<file path="config.mk">
export PLATFORM = sky130hd
export DESIGN_NAME = adc_auto_range_selector_core
export DESIGN_NICKNAME = d
export VERILOG_FILES = /design/src/sv/arsel_pkg.sv /design/src/sv/arsel_regs.sv /design/src/sv/arsel_decide.sv /design/src/sv/adc_auto_range_selector_core.sv
export SDC_FILE = /design/constraint.sdc
export NUM_CORES = 1
export LEC_CHECK = 0
export ABC_AREA = 1
export ABC_CLOCK_PERIOD_IN_PS = 12200
export BUFFER_PORTS_ARGS = -buffer_cell sky130_fd_sc_hd__buf_2
export CORE_ASPECT_RATIO = 1.2
export CORE_UTILIZATION = 55
export CTS_CLUSTER_SIZE = 8
export DETAILED_ROUTE_END_ITERATION = 10
export PLACE_DENSITY_LB_ADDON = 0.12
export SLEW_MARGIN = 40
export SYNTH_ARGS = -nofsm -noshare
export SYNTH_HDL_FRONTEND = slang
export SYNTH_SLANG_ARGS = --single-unit
</file>
<file path="constraint.sdc">
create_clock -name clk -period 12.2 [get_ports clk]
set_clock_uncertainty 0.15 [all_clocks]
set_input_delay 2.44 -clock clk [delete_from_list [all_inputs] [get_ports clk]]
set_output_delay 2.44 -clock clk [all_outputs]
set_load 0.02 [all_outputs]
</file>
<file path="src/sv/arsel_pkg.sv">
// ----------------------------------------------------------------------------
// arsel_pkg
// Shared types, constants and helpers for the ADC auto range selector.
// ----------------------------------------------------------------------------
package arsel_pkg;

	localparam int SAMPLES_PER_CHUNK = 64;
	localparam int COOLDOWN_CHUNKS   = 4;

	localparam int CODE_W = 12;
	localparam int CNT_W  = 8;
	localparam int CD_W   = 8;
	localparam int POS_W  = $clog2(SAMPLES_PER_CHUNK + 1);
	localparam int ADDR_W = 5;
	localparam int DATA_W = 32;

	localparam logic [CODE_W-1:0] CODE_MAX = 12'd4095;
	localparam logic [CNT_W-1:0]  CNT_MAX  = 8'd255;

	typedef enum logic [1:0] {
		RANGE_LOW  = 2'd0,
		RANGE_MID  = 2'd1,
		RANGE_HIGH = 2'd2,
		MODE_AUTO  = 2'd3
	} range_t;

	// register indexes (byte address = 4 * index)
	typedef enum logic [2:0] {
		REG_RANGE_MODE    = 3'd0,
		REG_LOW_OVER      = 3'd1,
		REG_MID_OVER      = 3'd2,
		REG_MID_UNDER     = 3'd3,
		REG_HIGH_UNDER    = 3'd4,
		REG_RAIL_MARGIN   = 3'd5,
		REG_UP_CONFIRM    = 3'd6,
		REG_DOWN_CONFIRM  = 3'd7
	} reg_idx_t;

	typedef struct packed {
		logic [1:0]        range_mode;
		logic [CODE_W-1:0] low_over;
		logic [CODE_W-1:0] mid_over;
		logic [CODE_W-1:0] mid_under;
		logic [CODE_W-1:0] high_under;
		logic [10:0]       rail_margin;
		logic [CNT_W-1:0]  up_confirm;
		logic [CNT_W-1:0]  down_confirm;
	} cfg_t;

	typedef struct packed {
		logic [CODE_W-1:0] vol;
		logic [CODE_W-1:0] lo;
		logic [CODE_W-1:0] mid;
		logic [CODE_W-1:0] hi;
		logic [CODE_W-1:0] ref_c;
	} row_t;

	typedef struct packed {
		logic              sample_valid;
		logic [1:0]        sample_range;
		logic [CODE_W-1:0] vol;
		logic [CODE_W-1:0] cur;
		logic [CODE_W-1:0] ref_c;
		logic              route_change;
		logic [1:0]        new_range;
		logic              packet_end;
	} res_t;

	function automatic logic [CNT_W-1:0] bump(input logic [CNT_W-1:0] c);
		return (c == CNT_MAX) ? CNT_MAX : c + CNT_W'(1);
	endfunction

	function automatic logic [CODE_W-1:0] abs_diff(input logic [CODE_W-1:0] a,
			input logic [CODE_W-1:0] b);
		return (a >= b) ? a - b : b - a;
	endfunction

endpackage

</file>
<file path="src/sv/arsel_regs.sv">
// ----------------------------------------------------------------------------
// arsel_regs
// APB register file holding the ranging thresholds and mode.
// ----------------------------------------------------------------------------
module arsel_regs import arsel_pkg::*; (
	input  logic              clk,
	input  logic              arst_n,
	input  logic              psel,
	input  logic              penable,
	input  logic              pwrite,
	input  logic [ADDR_W-1:0] paddr,
	input  logic [DATA_W-1:0] pwdata,
	output logic [DATA_W-1:0] prdata,
	output logic              pready,
	output cfg_t              cfg
);

	cfg_t     cfg_q;
	reg_idx_t idx;
	logic     wr_en;

	assign pready = 1'b1;
	assign idx    = reg_idx_t'(paddr[4:2]);
	assign wr_en  = psel && penable && pwrite;
	assign cfg    = cfg_q;

	always_ff @(posedge clk or negedge arst_n) begin
		if (!arst_n) begin
			cfg_q.range_mode   <= MODE_AUTO;
			cfg_q.low_over     <= 12'd3800;
			cfg_q.mid_over     <= 12'd3800;
			cfg_q.mid_under    <= 12'd200;
			cfg_q.high_under   <= 12'd200;
			cfg_q.rail_margin  <= 11'd200;
			cfg_q.up_confirm   <= 8'd4;
			cfg_q.down_confirm <= 8'd16;
		end else if (wr_en) begin
			case (idx)
				REG_RANGE_MODE:   cfg_q.range_mode   <= pwdata[1:0];
				REG_LOW_OVER:     cfg_q.low_over     <= pwdata[CODE_W-1:0];
				REG_MID_OVER:     cfg_q.mid_over     <= pwdata[CODE_W-1:0];
				REG_MID_UNDER:    cfg_q.mid_under    <= pwdata[CODE_W-1:0];
				REG_HIGH_UNDER:   cfg_q.high_under   <= pwdata[CODE_W-1:0];
				REG_RAIL_MARGIN:  cfg_q.rail_margin  <= pwdata[10:0];
				REG_UP_CONFIRM:   cfg_q.up_confirm   <= pwdata[CNT_W-1:0];
				REG_DOWN_CONFIRM: cfg_q.down_confirm <= pwdata[CNT_W-1:0];
				default: ;
			endcase
		end
	end

	always_comb begin
		case (idx)
			REG_RANGE_MODE:   prdata = DATA_W'(cfg_q.range_mode);
			REG_LOW_OVER:     prdata = DATA_W'(cfg_q.low_over);
			REG_MID_OVER:     prdata = DATA_W'(cfg_q.mid_over);
			REG_MID_UNDER:    prdata = DATA_W'(cfg_q.mid_under);
			REG_HIGH_UNDER:   prdata = DATA_W'(cfg_q.high_under);
			REG_RAIL_MARGIN:  prdata = DATA_W'(cfg_q.rail_margin);
			REG_UP_CONFIRM:   prdata = DATA_W'(cfg_q.up_confirm);
			REG_DOWN_CONFIRM: prdata = DATA_W'(cfg_q.down_confirm);
			default:          prdata = '0;
		endcase
	end

endmodule

</file>
<file path="src/sv/arsel_decide.sv">
// ----------------------------------------------------------------------------
// arsel_decide
// Range decision logic and chunk / cooldown state, one row per step.
// ----------------------------------------------------------------------------
module arsel_decide import arsel_pkg::*; (
	input  logic clk,
	input  logic arst_n,
	input  cfg_t cfg,
	input  row_t row,
	input  logic step,
	output logic has_result,
	output res_t res
);

	logic [1:0]       active_q;
	logic [CNT_W-1:0] up_q, down_q;
	logic             skip_next_q;
	logic [CD_W-1:0]  cooldown_q;
	logic [POS_W-1:0] pos_q;
	logic             dropping_q, skipping_q;

	logic             pos0, last, skipping_e, dropping_e, force_now, forced, drop;
	logic             auto_ok, over, under, rail, sw;
	logic [1:0]       range_a, req;
	logic [CNT_W-1:0] up_a, down_a, up_n, down_n;
	logic [CODE_W-1:0] d_lo, d_mid, d_hi, cur;
	logic [CODE_W-1:0] margin;

	assign pos0 = (pos_q == '0);
	assign last = (pos_q == POS_W'(SAMPLES_PER_CHUNK - 1));
	assign skipping_e = pos0 ? skip_next_q : skipping_q;
	assign dropping_e = pos0 ? 1'b0 : dropping_q;
	assign drop = skipping_e || dropping_e;

	// fixed mode forces the route at the start of a chunk that is kept
	assign force_now = pos0 && !skipping_e && (cfg.range_mode != MODE_AUTO);
	assign forced    = force_now && (active_q != cfg.range_mode);
	assign range_a   = force_now ? cfg.range_mode : active_q;
	assign up_a      = force_now ? '0 : up_q;
	assign down_a    = force_now ? '0 : down_q;

	assign auto_ok = (cfg.range_mode == MODE_AUTO) && (cooldown_q == '0);

	assign d_lo   = abs_diff(row.lo, row.ref_c);
	assign d_mid  = abs_diff(row.mid, row.ref_c);
	assign d_hi   = abs_diff(row.hi, row.ref_c);
	assign margin = CODE_W'(cfg.rail_margin);
	assign rail   = (row.mid >= CODE_MAX - margin) || (row.mid <= margin);

	always_comb begin
		over   = 1'b0;
		under  = 1'b0;
		up_n   = '0;
		down_n = '0;
		req    = range_a;
		case (range_a)
			RANGE_LOW: begin
				over = d_lo >= cfg.low_over;
				up_n = over ? bump(up_a) : '0;
				if (over && up_n >= cfg.up_confirm)
					req = RANGE_MID;
			end
			RANGE_MID: begin
				over   = (d_mid >= cfg.mid_over) || rail;
				under  = d_mid <= cfg.mid_under;
				up_n   = over ? bump(up_a) : '0;
				down_n = under ? bump(down_a) : '0;
				// stepping down takes priority
				if (under && down_n >= cfg.down_confirm)
					req = RANGE_LOW;
				else if (over && up_n >= cfg.up_confirm)
					req = RANGE_HIGH;
			end
			default: begin
				under  = d_hi <= cfg.high_under;
				down_n = under ? bump(down_a) : '0;
				if (under && down_n >= cfg.down_confirm)
					req = RANGE_MID;
			end
		endcase
	end

	assign sw = !drop && auto_ok && (req != range_a);

	always_comb begin
		case (range_a)
			RANGE_LOW: cur = row.lo;
			RANGE_MID: cur = row.mid;
			default:   cur = row.hi;
		endcase
	end

	assign has_result = !drop;

	always_comb begin
		if (sw) begin
			res.sample_valid = 1'b0;
			res.sample_range = range_a;
			res.vol          = '0;
			res.cur          = '0;
			res.ref_c        = '0;
			res.route_change = 1'b1;
			res.new_range    = req;
			res.packet_end   = 1'b1;
		end else begin
			res.sample_valid = 1'b1;
			res.sample_range = range_a;
			res.vol          = row.vol;
			res.cur          = cur;
			res.ref_c        = row.ref_c;
			res.route_change = forced;
			res.new_range    = range_a;
			res.packet_end   = last;
		end
	end

	always_ff @(posedge clk or negedge arst_n) begin
		if (!arst_n) begin
			active_q    <= RANGE_HIGH;
			up_q        <= '0;
			down_q      <= '0;
			skip_next_q <= 1'b0;
			cooldown_q  <= '0;
			pos_q       <= '0;
			dropping_q  <= 1'b0;
			skipping_q  <= 1'b0;
		end else if (step) begin
			pos_q      <= last ? '0 : pos_q + POS_W'(1);
			skipping_q <= skipping_e;
			if (sw) begin
				active_q    <= req;
				up_q        <= '0;
				down_q      <= '0;
				skip_next_q <= 1'b1;
				cooldown_q  <= CD_W'(COOLDOWN_CHUNKS);
				dropping_q  <= !last;
			end else begin
				active_q    <= range_a;
				skip_next_q <= pos0 ? 1'b0 : skip_next_q;
				dropping_q  <= dropping_e;
				if (!drop && auto_ok) begin
					up_q   <= up_n;
					down_q <= down_n;
				end else begin
					up_q   <= up_a;
					down_q <= down_a;
				end
				// cooldown counts fully kept chunks
				if (!drop && last && cooldown_q != '0)
					cooldown_q <= cooldown_q - CD_W'(1);
			end
		end
	end

endmodule

</file>
<file path="src/sv/adc_auto_range_selector_core.sv">
// ----------------------------------------------------------------------------
// adc_auto_range_selector_core
// Auto-ranging current meter front end with hysteresis and chunk skipping.
// ----------------------------------------------------------------------------
// Takes one ADC row per word and returns at most one result word per row,
// with full throughput: a new row is accepted every cycle unless out_ready
// holds a pending result word. Each row passes the input register, then the
// decision logic into the output register; the single range decision between
// the two registers also updates the count, chunk and cooldown state.
// Dropped rows produce no result. Configure only while the block is idle;
// pready is always high.
module adc_auto_range_selector_core import arsel_pkg::*; (
	input  logic              clk,
	input  logic              arst_n,
	input  logic              psel,
	input  logic              penable,
	input  logic              pwrite,
	input  logic [ADDR_W-1:0] paddr,
	input  logic [DATA_W-1:0] pwdata,
	output logic [DATA_W-1:0] prdata,
	output logic              pready,
	input  logic              in_valid,
	output logic              in_ready,
	input  logic [CODE_W-1:0] vol_code,
	input  logic [CODE_W-1:0] low_code,
	input  logic [CODE_W-1:0] mid_code,
	input  logic [CODE_W-1:0] high_code,
	input  logic [CODE_W-1:0] ref_code,
	output logic              out_valid,
	input  logic              out_ready,
	output logic              sample_valid,
	output logic [1:0]        sample_range,
	output logic [CODE_W-1:0] out_vol_code,
	output logic [CODE_W-1:0] cur_code,
	output logic [CODE_W-1:0] out_ref_code,
	output logic              route_change,
	output logic [1:0]        new_range,
	output logic              packet_end
);

	cfg_t cfg;
	row_t row_s1;
	logic valid_s1;
	res_t res, res_s2;
	logic valid_s2;
	logic has_result, advance;

	arsel_regs u_regs (
		.clk    (clk),
		.arst_n (arst_n),
		.psel   (psel),
		.penable(penable),
		.pwrite (pwrite),
		.paddr  (paddr),
		.pwdata (pwdata),
		.prdata (prdata),
		.pready (pready),
		.cfg    (cfg)
	);

	assign advance  = valid_s1 && (!valid_s2 || out_ready);
	assign in_ready = !valid_s1 || advance;

	always_ff @(posedge clk or negedge arst_n) begin
		if (!arst_n) begin
			valid_s1 <= 1'b0;
		end else if (in_ready) begin
			valid_s1 <= in_valid;
		end
	end

	always_ff @(posedge clk) begin
		if (in_ready && in_valid) begin
			row_s1 <= '{vol: vol_code, lo: low_code, mid: mid_code, hi: high_code,
				ref_c: ref_code};
		end
	end

	arsel_decide u_decide (
		.clk       (clk),
		.arst_n    (arst_n),
		.cfg       (cfg),
		.row       (row_s1),
		.step      (advance),
		.has_result(has_result),
		.res       (res)
	);

	always_ff @(posedge clk or negedge arst_n) begin
		if (!arst_n) begin
			valid_s2 <= 1'b0;
		end else if (advance) begin
			valid_s2 <= has_result;
		end else if (out_ready) begin
			valid_s2 <= 1'b0;
		end
	end

	always_ff @(posedge clk) begin
		if (advance && has_result)
			res_s2 <= res;
	end

	assign out_valid    = valid_s2;
	assign sample_valid = res_s2.sample_valid;
	assign sample_range = res_s2.sample_range;
	assign out_vol_code = res_s2.vol;
	assign cur_code     = res_s2.cur;
	assign out_ref_code = res_s2.ref_c;
	assign route_change = res_s2.route_change;
	assign new_range    = res_s2.new_range;
	assign packet_end   = res_s2.packet_end;

endmodule

</file>
# After elaboration in Yosys (flattened, before gate mapping)
# Index checks and enable logic that the tools add are counted.
word_totals:
  ff_bits: 218
  input_bits: 104
  out_inout_bits: 78
  elab_cells: 152
classes:
  add_sub_neg: 11
  order_cmp: 13
  n_eq_ne: 15
  mux: 37
  reduce_logical: 45
ops:
  columns: ["operator", "count"]
  rows:
  - ["one-hot mux 32 bit (8 select lines)", 1]
  - ["2-to-1 mux 8 bit", 14]
  - ["greater-or-equal comparator 12 bit", 6]
  - ["subtractor 12 bit", 6]
  - ["2-to-1 mux 43 bit", 1]
  - ["2-to-1 mux 12 bit", 3]
  - ["greater-or-equal comparator 8 bit", 4]
  - ["one-hot mux 8 bit (2 select lines)", 2]
  - ["<= comparator 12 bit", 2]
  - ["one-hot mux 12 bit (2 select lines)", 1]
  - ["AND reduction 2 bit", 10]
  - ["logical AND 1 bit", 17]
  - ["adder 8 x 1 -> 8 bit, second input constant", 2]
  - ["== test 8 bit, second input constant", 2]
  - ["== test 3 bit, second input constant", 4]
  - ["<= comparator 12 x 11 -> 1 bit", 1]
  - ["2-to-1 mux 2 bit", 6]
  - ["subtractor 12 x 11 -> 12 bit, first input constant", 1]
  - ["logical NOT 8 bit", 1]
  - ["nonzero test 8 bit", 1]
  - ["subtractor 8 x 1 -> 8 bit, second input constant", 1]
  - ["adder 7 x 1 -> 7 bit, second input constant", 1]
  - ["== test 7 x 6 -> 1 bit, second input constant", 1]
  - ["logical NOT 7 bit", 1]
  - ["14 further kinds", 32]

# Depth between registers and ports, before layout
depth:
  depth_word: 18
  ltp_mapped: 42
  depth_no_buf: 42

# By module
# Synthesis repeated with hierarchy kept, for this count alone.
unflattened:
  hier_cells: 2051
  hier_area_um2: 16017.9
modules_own_cells:
  columns: ["module", "n_inst", "cells_each", "area_each_um2", "seq_area_each_um2"]
  rows:
  - ["arsel_decide", 1, 1479, 9061.2, 902.1]
  - ["arsel_regs", 1, 454, 3757.4, 1960.6]
  - ["adc_auto_range_selector_core", 1, 118, 3199.3, 3143.0]

# Worst setup path before layout
# No wires, ideal clock.
synth_timing:
  path_kind: "input port to output port"
  from: "in paddr[2]"
  to: "out prdata[5]"
  arrival_ns: 3.642
  setup_slack_ns: 5.968
  path_stages: 4
  path_buffers: 0
  path_cell_list: "inv_1 -> nor3_1 -> inv_1 -> o2111ai_1"
synth_via:
  elab_chain_cells: 2
  word_cells_on_any_way: 9
synth_rtl:
  columns: ["element", "line", "text"]
  rows:
  - ["start, declared", "adc_auto_range_selector_core.sv:18", "input logic [ADDR_W-1:0] paddr,"]
  - ["== test 3 bit, or another cell as far along", "arsel_regs.sv:53", "case (idx)"]
  - ["one-hot mux 32 bit (8 select lines) *", "arsel_regs.sv:53", null]
  - ["end, declared", "adc_auto_range_selector_core.sv:20", "output logic [DATA_W-1:0] prdata,"]
# Mark *: on every way between the ends. The rest lies on a longest branch, timed or not. The select of a mux whose other input is x is not followed.

# Worst setup path in the final report
layout_timing:
  from: "reg row_s1[1] (netlist name)"
  to: "reg res_s2, in the netlist out_ref_code[8], data pin"
layout_via:
  elab_chain_cells: 12
  word_cells_on_any_way: 36
layout_rtl:
  columns: ["element", "line", "text"]
  rows:
  - ["start, declared", "adc_auto_range_selector_core.sv:42", "row_t row_s1;"]
  - ["start signal, assigned", "adc_auto_range_selector_core.sv:74", "row_s1 <= '{vol: vol_code, lo: low_code, mid: mid_code, hi: high_code,"]
  - ["subtractor 12 bit or greater-or-equal comparator 12 bit (tied branches)", "arsel_pkg.sv:75", "return (a >= b) ? a - b : b - a;"]
  - ["2-to-1 mux 12 bit", "arsel_pkg.sv:75", null]
  - ["greater-or-equal comparator 12 bit", "arsel_decide.sv:64", "over = (d_mid >= cfg.mid_over) || rail;"]
  - ["logical OR 1 bit", "arsel_decide.sv:64", null]
  - ["2-to-1 mux 8 bit", "arsel_decide.sv:66", "up_n = over ? bump(up_a) : '0;"]
  - ["greater-or-equal comparator 8 bit", "arsel_decide.sv:71", "else if (over && up_n >= cfg.up_confirm)"]
  - ["logical AND 1 bit", "arsel_decide.sv:71", null]
  - ["2-to-1 mux 2 bit", "arsel_decide.sv:71", null]
  - ["2-to-1 mux 2 bit", "arsel_decide.sv:69", "if (under && down_n >= cfg.down_confirm)"]
  - ["one-hot mux 2 bit (2 select lines) *", "arsel_decide.sv:56", "case (range_a)"]
  - ["!= test 2 bit *", "arsel_decide.sv:83", "assign sw = !drop && auto_ok && (req != range_a);"]
  - ["logical AND 1 bit *", "arsel_decide.sv:83", null]
  - ["end signal, assigned", "adc_auto_range_selector_core.sv:101", "res_s2 <= res;"]
  - ["end, declared", "adc_auto_range_selector_core.sv:44", "res_t res, res_s2;"]
# Mark *: on every way between the ends. The rest lies on a longest branch, timed or not.
# A chain may end at the register's enable or synchronous reset.

==> results.json <==
{
  "status": "finished, final reports clean",
  "edff_count_synth": 103,
  "dp_hpwl_um": 33910,
  "post_synthesis_register_bit_count": 218,
  "final-max-slew-violation-count": 0,
  "finalCoreUtilization_pct": 62.48,
  "post_cts.repair.setup_buffers": 0,
  "cts_hold_repair.buffers": 0,
  "syn-instance-count": 1951,
  "drtIter0Drc": 843,
  "floorplan.die_area_um2": 28980,
  "finalCriticalPeriod_ps": 7420,
  "holdCritStartpoint": "u_decide.up_q[5]",
  "routedWlPerCell_um": 17.37,
  "cts_htree_levels": 1,
  "grt_start_max_net_pins": 86,
  "max_stage_delay_ps": 700,
  "critPathCapture": "out_ref_code[8]",
  "number_of_buffers_inserted_during_clock_tree_synthesis": 31,
  "end_kind": "flip-flop",
  "ys_seq_area_share_pct": 38.59,
  "finalHoldWorstSlack_ps": 327.9,
  "totalWireLength_um": 43350,
  "die_width_um": 155.6,
  "final_antenna_net_count": 0,
  "via_count": 13480,
  "max_cap_violations": 0,
  "ys_dominant_reg_cell": "sky130_fd_sc_hd__edfxtp_1",
  "grt_use_total_pct": 30.13,
  "multi_input_area_um2": 8054,
  "post-place-ws_ps": 4938,
  "fraction_of_final_layout_cells_sized_beyond_drive_strength_1_pct": 12.10,
  "r2r_cells": 35,
  "initial_core_util_pct": 55.76,
  "critical_register_to_register_path_endpoint": "out_ref_code[8]",
  "clock_latency_on_the_worst_skew_pair_ps": 560,
  "antenna_found_initial": 0,
  "cellPowerDensity_nw_per_um2": 150.3,
  "fin_area_um2": 17440,
  "relSlewSlack_pct": 45.42,
  "setup_slack_ps": 4780,
  "grt.overflow.total": 0,
  "crit_path_top_delay_cell": "sky130_fd_sc_hd__edfxtp_1",
  "timing_worst_slew_pin_value_ps": 816.8,
  "setup_tns_ps": 0,
  "port_buffers": 138,
  "worst-path-max-fanout": 38,
  "antennaDiodeCount": 0,
  "post_dp_cell_area_um2": 16550,
  "syn2layout_area_growth_pct": 12.05,
  "syn_area_um2": 15560,
  "fillerInstances": 2582,
  "clock_tree.buffer_depth": 3,
  "gp_routability_congestion": 0.9429,
  "core.rowCount": 67,
  "drtPass1Iterations": 7,
  "yosys_warnings": 0,
  "power.ir.vdd_worst_uv": 121.7,
  "grt_setup_unrepaired": "no",
  "placeable_core_area_um2": 27920,
  "hold_class": "reg -> reg",
  "die-height_um": 186.3,
  "ios": 182,
  "clockRootBuffer": "sky130_fd_sc_hd__clkbuf_16",
  "path_common_cell": "sky130_fd_sc_hd__nand2_1",
  "final.period_utilization_pct": 60.82,
  "worst-endpoint-arrival_ps": 7550,
  "cp_startpoint_kind": "flip-flop",
  "worst-r2r-setup-slack_ps": 4780,
  "finalPower_mw": 2.621,
  "r2r_start": "row_s1[1]",
  "regArea_um2": 6006,
  "critPathKind": "reg -> reg",
  "routed_via_density": 5.403,
  "synth_cell_types": 53,
  "clock_sinks": 218,
  "post-place-cells": 2437,
  "first_global_vias": 13000,
  "grt_first_pass_wirelength_um": 67520,
  "synthesized_area_divided_by_synthesized_cell_count_um2": 7.978,
  "worstSetupStartpoint": "row_s1[1]",
  "cp.required_ps": 12330,
  "timing_hold_violations_final": 0,
  "setup-violations-final": 0,
  "tritoncts": "built",
  "power.leakage_nw": 8.667,
  "post_layout_nonfiller_instances": 2495,
  "drc_viols": 0,
  "nets": 2377,
  "post_cts.resized_instances": 0,
  "max_freq_mhz": 134.8,
  "clkTransAtPathRegs_ps": 50,
  "synth_async_sr_flop_share_pct": 52.75
}
cell usage after synthesis, types with 16 or more instances:
cell	number	share of area (%)
sky130_fd_sc_hd__a21oi_1	133	4.3
sky130_fd_sc_hd__buf_4	22	1.1
sky130_fd_sc_hd__clkbuf_1	22	0.53
sky130_fd_sc_hd__dfrtp_1	87	14
sky130_fd_sc_hd__dfstp_2	28	4.7
sky130_fd_sc_hd__edfxtp_1	103	20
sky130_fd_sc_hd__ha_1	176	14
sky130_fd_sc_hd__inv_1	328	7.9
sky130_fd_sc_hd__nand2_1	433	10
sky130_fd_sc_hd__nand3_1	81	2.6
sky130_fd_sc_hd__nand4_1	20	0.80
sky130_fd_sc_hd__nor2_1	129	3.1
sky130_fd_sc_hd__nor2_2	21	0.84
sky130_fd_sc_hd__nor3_1	16	0.51
sky130_fd_sc_hd__o21ai_0	152	4.9
sky130_fd_sc_hd__o22ai_1	32	1.3
sky130_fd_sc_hd__xnor2_1	27	1.5
sky130_fd_sc_hd__xor2_1	17	0.96
power by group:
group	total [mW]	switching, mW	leakage, nW	internal, mW
logic	0.890	0.574	5.88	0.315
registers	0.945	0.0736	2.36	0.872
clock network	0.786	0.313	0.420	0.473
total	2.62	0.961	8.67	1.66
registers in the layout (all words and copies together), names as in the netlist, 2 cells and up:
register	cells
u_regs.cfg	77
row_s1	60
cur_code	12
out_ref_code	12
out_vol_code	12
u_decide.cooldown_q	8
u_decide.down_q	8
u_decide.up_q	8
u_decide.pos_q	7
new_range	2
sample_range	2
u_decide.active_q	2
worst min path at each step:
stage	slack [ps]	cells after the start	end
5_1_grt	350	2	u_regs.cfg[73]
3_5_place_dp	320	2	u_decide.cooldown_q[0]
2_1_floorplan	290	2	u_decide.cooldown_q[0]
3_3_place_gp	300	2	u_decide.cooldown_q[0]
4_1_cts	330	2	u_decide.cooldown_q[0]
6_report	330	2	u_decide.up_q[5]
critical path: cells and delay by family (launching register included):
kind | cells | cell delay [ps]
buffers and inverters | 6 | 1670
and+or+nand+nor | 23 | 3070
AOI/OAI and AO/OA | 2 | 200
xor gates and xnor gates | 1 | 160
adders and majority gates | 3 | 1150
DFF | 1 | 700
final cells by class:
class	instances	share of cell area, %
Timing Repair Buffer	147	4.398
Multi-Input combinational cell	1359	46.18
Inverter	334	7.203
Clock buffer	56	4.986
Clock inverter	2	0.07892
Sequential cell	218	34.44
Tap cell	379	2.719
layer usage:
layer / track usage, % / wire (µm)
met5: 0 / 0
met3: 3.221 / 2076
met4: 13.65 / 1800
met1: 36.00 / 17500
met2: 54.64 / 21970
logic make-up after synthesis:
logic type | count (synthesis) | synth area share (%)
adders and majority gates | 182 | 14.92
DFF | 218 | 38.59
other | 2 | 0.04825
AOI/OAI and AO/OA | 380 | 13.63
and+or+nand+nor | 725 | 19.65
muxes | 7 | 0.4662
buffers and inverters | 393 | 10.23
xor gates and xnor gates | 44 | 2.476
cell usage in the layout (no fill, tap or decap), types with 7 or more instances in the layout:
master and instances:
sky130_fd_sc_hd__clkbuf_16 31, sky130_fd_sc_hd__inv_1 327, sky130_fd_sc_hd__a221oi_1 7, sky130_fd_sc_hd__xnor2_1 27
sky130_fd_sc_hd__clkbuf_1 25, sky130_fd_sc_hd__conb_1 21, sky130_fd_sc_hd__nor2_2 22, sky130_fd_sc_hd__dfrtp_1 87
sky130_fd_sc_hd__a21o_1 8, sky130_fd_sc_hd__o21ai_0 152, sky130_fd_sc_hd__xor2_1 17, sky130_fd_sc_hd__nand4_1 20
sky130_fd_sc_hd__a21oi_1 133, sky130_fd_sc_hd__nand2_1 433, sky130_fd_sc_hd__o2111ai_1 9, sky130_fd_sc_hd__o22ai_1 32
sky130_fd_sc_hd__nor2_1 127, sky130_fd_sc_hd__edfxtp_1 103, sky130_fd_sc_hd__buf_2 137, sky130_fd_sc_hd__nand3_1 81
sky130_fd_sc_hd__dfstp_2 28, sky130_fd_sc_hd__ha_1 176, sky130_fd_sc_hd__nor3_1 16, sky130_fd_sc_hd__buf_4 9
Power figures use the tool's default switching activity.
